File: config.mk
export PLATFORM = sky130hd
export DESIGN_NAME = modular_exponentiation_unit
export DESIGN_NICKNAME = d
export VERILOG_FILES = /design/src/sv/mexp_pkg.sv /design/src/sv/mexp_mulmod.sv /design/src/sv/modular_exponentiation_unit.sv
export VERILOG_INCLUDE_DIRS = /design/src /design/src/sv
export SDC_FILE = /design/constraint.sdc
export NUM_CORES = 1
export LEC_CHECK = 0
export BUFFER_PORTS_ARGS = -buffer_cell sky130_fd_sc_hd__buf_2
export CAP_MARGIN = 10
export CELL_PAD_IN_SITES_DETAIL_PLACEMENT = 0
export CELL_PAD_IN_SITES_GLOBAL_PLACEMENT = 1
export CORE_UTILIZATION = 50
export DETAILED_ROUTE_END_ITERATION = 7
export GPL_TIMING_DRIVEN = 0
export PLACE_DENSITY = 0.82
export SYNTH_ARGS = -nofsm -noshare
export SYNTH_HDL_FRONTEND = slang
export SYNTH_SLANG_ARGS = --single-unit
File: constraint.sdc
create_clock -name clk -period 11.1 [get_ports clk]
set_input_delay 2.22 -clock clk [delete_from_list [all_inputs] [get_ports clk]]
set_output_delay 2.22 -clock clk [all_outputs]
set_load 0.005 [all_outputs]
File: src/sv/modular_exponentiation_unit_macros.svh
// ---------------------------------------------------------------------------
// Modular exponentiation unit assertion macros
// Shared property wrappers clocked on clk and disabled during rst.
// ---------------------------------------------------------------------------
`ifndef MODULAR_EXPONENTIATION_UNIT_MACROS_SVH
`define MODULAR_EXPONENTIATION_UNIT_MACROS_SVH

// Same-cycle implication.
`define MEXP_ASSERT_IMP(label, ante, cons, msg) \
  label: assert property (@(posedge clk) disable iff (rst) (ante) |-> (cons)) \
    else $error(msg);

// Next-cycle implication.
`define MEXP_ASSERT_NEXT(label, ante, cons, msg) \
  label: assert property (@(posedge clk) disable iff (rst) (ante) |=> (cons)) \
    else $error(msg);

`endif

File: src/sv/mexp_pkg.sv
// ---------------------------------------------------------------------------
// Modular exponentiation package
// Operand width and derived widths shared by the exponentiation modules.
// ---------------------------------------------------------------------------
package mexp_pkg;

  localparam int OPERAND_WIDTH = 31;
  localparam int CNT_W = $clog2(OPERAND_WIDTH);
  localparam int S_DATA_W = ((3 * OPERAND_WIDTH + 7) / 8) * 8;
  localparam int M_DATA_W = ((OPERAND_WIDTH + 7) / 8) * 8;

endpackage

File: src/sv/mexp_mulmod.sv
// ---------------------------------------------------------------------------
// Bit-serial modular multiplier
// Computes a * b mod m by add-and-double, with a double phase and an add phase for each multiplier bit.
// ---------------------------------------------------------------------------
module mexp_mulmod import mexp_pkg::*; (
  input  logic                     clk,
  input  logic                     rst,
  input  logic                     start,
  input  logic [OPERAND_WIDTH-1:0] a,
  input  logic [OPERAND_WIDTH-1:0] b,
  input  logic [OPERAND_WIDTH-1:0] m,
  output logic                     done,
  output logic [OPERAND_WIDTH-1:0] prod
);

  logic                     busy;
  logic                     phase;
  logic [CNT_W-1:0]         cnt;
  logic [OPERAND_WIDTH-1:0] acc;
  logic [OPERAND_WIDTH-1:0] a_r;
  logic [OPERAND_WIDTH-1:0] m_r;
  logic [OPERAND_WIDTH-1:0] b_sh;

  logic [OPERAND_WIDTH-1:0] addend;
  logic [OPERAND_WIDTH:0]   trial;
  logic [OPERAND_WIDTH+1:0] diff;
  logic [OPERAND_WIDTH-1:0] acc_next;

  // Phase zero doubles the accumulator, phase one adds the multiplicand when
  // the current multiplier bit is set; both are followed by one conditional
  // subtraction of the modulus.
  always_comb begin
    addend   = (phase && b_sh[OPERAND_WIDTH-1]) ? a_r : '0;
    trial    = phase ? ({1'b0, acc} + {1'b0, addend}) : {acc, 1'b0};
    diff     = {1'b0, trial} - {2'b0, m_r};
    acc_next = diff[OPERAND_WIDTH+1] ? trial[OPERAND_WIDTH-1:0] : diff[OPERAND_WIDTH-1:0];
  end

  assign prod = acc;

  always_ff @(posedge clk) begin
    if (rst) begin
      busy  <= 1'b0;
      phase <= 1'b0;
      done  <= 1'b0;
      cnt   <= '0;
    end else begin
      done <= !start && busy && phase && (cnt == '0);
      if (start) begin
        busy  <= 1'b1;
        phase <= 1'b0;
        cnt   <= CNT_W'(OPERAND_WIDTH - 1);
        acc   <= '0;
        a_r   <= a;
        m_r   <= m;
        b_sh  <= b;
      end else if (busy) begin
        acc   <= acc_next;
        phase <= ~phase;
        if (phase) begin
          b_sh <= {b_sh[OPERAND_WIDTH-2:0], 1'b0};
          if (cnt == '0) begin
            busy <= 1'b0;
          end else begin
            cnt <= cnt - 1'b1;
          end
        end
      end
    end
  end

endmodule

File: src/sv/modular_exponentiation_unit.sv
// ---------------------------------------------------------------------------
// Modular exponentiation unit
// Square-and-multiply exponentiation built on two bit-serial multipliers.
// ---------------------------------------------------------------------------
// The slave channel takes one word holding base, exponent and modulus. The
// master channel returns one word per input: power_result in m_tdata and the
// bad_modulus flag in m_tuser.
// After acceptance the base is reduced by one multiplier pass, then each of
// the exponent bits runs a multiply and a square side by side on the two
// multipliers. A pass steps through the operand bits, doubling and then
// adding for each bit. A zero modulus skips both multipliers and goes
// straight to the finish state.
// One item is worked on at a time; s_tready is high only while the unit is
// idle. The result sits in an output register, so a new word is taken while
// the previous result waits for m_tready. If the receiver still holds off
// when the next result is finished, that result waits inside the unit.
// Reset clears the control state and drops m_tvalid; no result is lost
// otherwise.
// ---------------------------------------------------------------------------
module modular_exponentiation_unit import mexp_pkg::*; (
  input  logic                clk,
  input  logic                rst,
  input  logic                s_tvalid,
  output logic                s_tready,
  input  logic [S_DATA_W-1:0] s_tdata,  // base, exponent, modulus, zero fill
  output logic                m_tvalid,
  input  logic                m_tready,
  output logic [M_DATA_W-1:0] m_tdata,  // power_result, zero fill
  output logic                m_tuser   // bad_modulus
);

  typedef enum logic [4:0] {
    ST_IDLE   = 5'b00001,
    ST_PREP   = 5'b00010,
    ST_LAUNCH = 5'b00100,
    ST_WAIT   = 5'b01000,
    ST_FIN    = 5'b10000
  } state_t;

  state_t                   state;
  logic [CNT_W-1:0]         ecnt;
  logic [OPERAND_WIDTH-1:0] exp_sh;
  logic [OPERAND_WIDTH-1:0] m_r;
  logic [OPERAND_WIDTH-1:0] acc_r;
  logic [OPERAND_WIDTH-1:0] sq_r;
  logic                     bad_r;
  logic [OPERAND_WIDTH-1:0] res_r;
  logic                     out_bad;

  logic [OPERAND_WIDTH-1:0] in_base;
  logic [OPERAND_WIDTH-1:0] in_exp;
  logic [OPERAND_WIDTH-1:0] in_mod;
  logic [OPERAND_WIDTH-1:0] one_mod;
  logic                     s_acc;
  logic                     out_free;

  logic                     mul_start;
  logic                     sqr_start;
  logic [OPERAND_WIDTH-1:0] sqr_a;
  logic [OPERAND_WIDTH-1:0] sqr_b;
  logic [OPERAND_WIDTH-1:0] sqr_m;
  logic                     mul_done;
  logic                     sqr_done;
  logic [OPERAND_WIDTH-1:0] mul_p;
  logic [OPERAND_WIDTH-1:0] sqr_p;

  assign in_base  = s_tdata[OPERAND_WIDTH-1:0];
  assign in_exp   = s_tdata[2*OPERAND_WIDTH-1:OPERAND_WIDTH];
  assign in_mod   = s_tdata[3*OPERAND_WIDTH-1:2*OPERAND_WIDTH];
  assign one_mod  = (in_mod == OPERAND_WIDTH'(1)) ? '0 : OPERAND_WIDTH'(1);
  assign s_tready = (state == ST_IDLE);
  assign s_acc    = s_tvalid && s_tready;
  assign out_free = !m_tvalid || m_tready;

  // The squarer also reduces the base at the start, as base * (1 mod m).
  assign mul_start = (state == ST_LAUNCH);
  assign sqr_start = (state == ST_LAUNCH) || (s_acc && (in_mod != '0));
  assign sqr_a     = (state == ST_LAUNCH) ? sq_r : one_mod;
  assign sqr_b     = (state == ST_LAUNCH) ? sq_r : in_base;
  assign sqr_m     = (state == ST_LAUNCH) ? m_r : in_mod;

  mexp_mulmod u_mul (
    .clk   (clk),
    .rst   (rst),
    .start (mul_start),
    .a     (acc_r),
    .b     (sq_r),
    .m     (m_r),
    .done  (mul_done),
    .prod  (mul_p)
  );

  mexp_mulmod u_sqr (
    .clk   (clk),
    .rst   (rst),
    .start (sqr_start),
    .a     (sqr_a),
    .b     (sqr_b),
    .m     (sqr_m),
    .done  (sqr_done),
    .prod  (sqr_p)
  );

  always_ff @(posedge clk) begin
    if (rst) begin
      state    <= ST_IDLE;
      m_tvalid <= 1'b0;
      ecnt     <= '0;
    end else begin
      if (m_tvalid && m_tready && (state != ST_FIN)) begin
        m_tvalid <= 1'b0;
      end
      case (state)
        ST_IDLE: begin
          if (s_acc) begin
            exp_sh <= in_exp;
            m_r    <= in_mod;
            acc_r  <= one_mod;
            ecnt   <= CNT_W'(OPERAND_WIDTH - 1);
            if (in_mod == '0) begin
              bad_r <= 1'b1;
              res_r <= '0;
              state <= ST_FIN;
            end else begin
              bad_r <= 1'b0;
              state <= ST_PREP;
            end
          end
        end
        ST_PREP: begin
          if (sqr_done) begin
            sq_r  <= sqr_p;
            state <= ST_LAUNCH;
          end
        end
        ST_LAUNCH: begin
          state <= ST_WAIT;
        end
        ST_WAIT: begin
          if (sqr_done) begin
            sq_r   <= sqr_p;
            exp_sh <= {1'b0, exp_sh[OPERAND_WIDTH-1:1]};
            if (exp_sh[0]) begin
              acc_r <= mul_p;
            end
            if (ecnt == '0) begin
              res_r <= exp_sh[0] ? mul_p : acc_r;
              state <= ST_FIN;
            end else begin
              ecnt  <= ecnt - 1'b1;
              state <= ST_LAUNCH;
            end
          end
        end
        ST_FIN: begin
          if (out_free) begin
            m_tvalid <= 1'b1;
            m_tdata  <= M_DATA_W'(res_r);
            out_bad  <= bad_r;
            state    <= ST_IDLE;
          end
        end
        default: begin
          state <= ST_IDLE;
        end
      endcase
    end
  end

  assign m_tuser = out_bad;

`include "modular_exponentiation_unit_macros.svh"

  `MEXP_ASSERT_IMP(a_lockstep, state == ST_WAIT, mul_done == sqr_done, "multipliers out of step")
  `MEXP_ASSERT_IMP(a_bad_zero, m_tvalid && m_tuser, m_tdata == '0, "error word carries nonzero result")
  `MEXP_ASSERT_IMP(a_reduced, state == ST_FIN && !bad_r, res_r < m_r, "result not reduced by modulus")
  `MEXP_ASSERT_NEXT(a_leave_idle, s_tvalid && s_tready, state != ST_IDLE, "accepted word left unit idle")

endmodule

==> results.toml <==
[outcome]
status = "finished, final reports clean"

[logic_synthesis]
ys_seq_elements = 462
post_synth_instance_area_um2 = 25300
dominantRegCellSynth = "edfxtp_1"
postSynthAreaPerCell_um2 = 10.6
synth.net_count = 2628
postSynthCellCount = 2397
synth-compound-area-share_pct = 14.8
synth-xor-area-share_pct = 2.73
yosysWarningCount = 0
post_synth_num_cell_types = 85
synth.yosys.seq_area_share_pct = 53.8
arithmetic_cell_share_of_the_synthesized_area_counting_full_adders_half_adders_and_majority_gates_pct = 6.59
synth_top_family_by_area = "compound AO/OA/AOI/OAI gates"
synth_enable_flop_cells = 436
synth_mux_area_share_pct = 3.67
synth-async-reset-ratio_pct = 0
synthesized_area_fraction_occupied_by_and_or_nand_nor_cells_pct = 14.7

[worst_setup_path]
worst_path_max_delay_cell = "buf_1"
end_kind = "register"
regToRegEndpoint = "u_mul.prod[2]"
cp_launch_type = "register"
worst_path_required_time_ps = 11480
timing.setup.critical_path_class = "register to register"
worst_ep_arrival_time_ps = 8790
worstSetupStartpoint = "u_mul.phase"
setup.worst_path.end = "u_mul.prod[2]"
ff2ff_setup_slack_ps = 2690
cpPeakStageDelay_ps = 650
largest_driver_fanout_on_the_critical_path = 10
r2r-start = "u_mul.phase"
r2r.worst_path.cells = 25

[timing]
final_min_period_over_clock_period_pct = 75.7
worst_margin_pin_slew_ps = 1200
fmax_ghz = 0.119
final_period_minus_worst_setup_slack_ps = 8410
final_hold_viol_count = 0
final.setup_skew_ps = 11.8
setup_violations = 0
layout_setup_ws_ps = 2690
slew-limit-headroom_pct = 19.5
rsz_0062_raised_after_global_routing = "false"
timing_max_transition_violations_final = 0

[cts]
cts-root-to-sink-buffers = 3
tritoncts = "built"
htree_num_levels = 2
clock_insertion_delay_worst_skew_ps = 600
numCtsBuffers = 50
cts_hold_buf = 0
cts.repair_timing.setup_buffer_count = 0
post_cts_sizing_count = 0
cts-root-buf = "clkbuf_16"
cts.reportedPaths.clkPinSlew_ps = 60
cts.sink_count = 462

[placed_design]
port_buffer_count = 129
place.detailed.instances = 3210
pre_cts_slack_ps = 2910
placed_area_um2 = 27000
place.detailed.hpwl_um = 50300
globalplace.congestion = 0.905

[power_and_ir_drop]
ir_drop_uv = 108
fin_total_pwr_mw = 4.82
static-leakage-power_nw = 11.8
power_density_nw_per_um2 = 167

[finish]
filler_cell_count = 4386
layout.cells.most_common_list = "436 x edfxtp_1, 388 x nand2_1, 178 x a21oi_1, 151 x buf_2, 138 x o21ai_0"
net_count_reported_at_finish = 2821
final_area_um2 = 28900
final_common_cell = "edfxtp_1"
layout-drive-gt1-share_pct = 11.6
area.growth.synth_to_final_pct = 14.1
final_cell_count_no_fill = 3307

[job]
timing.max_cap.violations = 0

[die]
core-area_um2 = 50100
fp.dieH_um = 227
initial_utilization_pct = 50.5
placement_rows = 82
die_width_um = 227
fp.dieArea_um2 = 51500
top_level_ports = 135

[routing]
vias = 19100
avgRoutedWirePerCell_um = 20.0
ant_nets = 0
drt_wl_total_um = 66200
number_of_vias_per_cell_after_detailed_routing = 5.79
1st_pass_router_iterations = 5
drt_iter0_drc = 1423
drc = 0

[min_path]
hold_path_class = "register to register"

[global_routing]
grt_pass1_wl_um = 102000
antenna_violations_before_repair = 3
pin_count_of_the_biggest_net_entering_global_routing = 37
vias_in_the_first_global_route = 18100
globalRoute.totalOverflow = 0
gr-usage-all-layers_pct = 25.8
metrics by stage:
stage                     hold slack [ps]  TNS, ps  util [%]
final                                 416        0      57.7
after global routing                  421        0      57.7
after CTS                             420        0      57.7
after detailed placement              405        0      54.0
after global placement                403   -60470      53.5
after floorplan                       400        0         -
cell type report:
cell class | count | area, µm² | area share (%)
clock inverters | 28 | 457 | 1.58
plain buffers | 105 | 448 | 1.55
clock buffers | 66 | 1380 | 4.76
repair buffers | 141 | 811 | 2.81
inverters | 135 | 507 | 1.75
well taps | 672 | 841 | 2.91
flip-flops and latches | 462 | 13600 | 47.1
multi-input cells | 1695 | 10800 | 37.5
diodes | 3 | 7.51 | 0.0260
per-layer routing:
layer,up-vias,global-route usage [%],share of wire (%)
met4,4,6.71,1.8
met2,567,38.4,43
li1,9226,-,-
met5,-,0,0.047
met1,9253,39.2,48
met3,94,3.92,6.9
power breakdown:
| group | internal, mW | switching (mW) |
|---|---|---|
| Sequential | 2.03 | 0.0544 |
| Clock | 1.15 | 0.711 |
| Combinational | 0.336 | 0.536 |
| Total | 3.52 | 1.30 |
cell families (layout without fill, tap and decap cells):
logic type	count (synthesis)	after routing
AND/OR/NAND/NOR	815	815
AO/OA/AOI/OAI	579	579
flip-flops	462	462
buffers and inverters	240	475
adder cells (fa/ha/maj)	131	131
multiplexers	90	90
XOR/XNOR	79	79
other	1	4
worst min-delay path by stage:
| stage | from | end | cells past startpoint |
|---|---|---|---|
| 3_3_place_gp | res_r[27] | m_tdata[27] | 0 |
| 4_1_cts | res_r[28] | m_tdata[28] | 0 |
| 2_1_floorplan | res_r[0] | m_tdata[0] | 0 |
| 5_1_grt | res_r[11] | m_tdata[11] | 0 |
| 6_report | res_r[13] | m_tdata[13] | 0 |
| 3_5_place_dp | res_r[28] | m_tdata[28] | 0 |
critical path: cells and delay by family, from the launching register on:
kind / cells / cell delay [ps]
mux: 1 / 300
xor+xnor: 1 / 160
simple gates: 4 / 1050
buf+inv: 5 / 2230
fa+ha+maj: 2 / 620
flops: 1 / 390
compound gates: 12 / 3430
cell usage after synthesis, drive strengths merged (25+ instances only):
cell    count  area (µm²)
nor3       56         280
dfxtp      26         521
o21a       25         188
nand2     389        1460
clkbuf     75         282
xnor2      55         482
o21ai     139         696
nand3      65         325
a21oi     182         918
buf        30         166
edfxtp    436       13100
a21o       39         293
inv       135         507
a211oi     31         238
and3       79         494
mux2i      68         681
nor2      128         483
ha        127        1590
No activity file was read; power rests on OpenSTA's default activity.
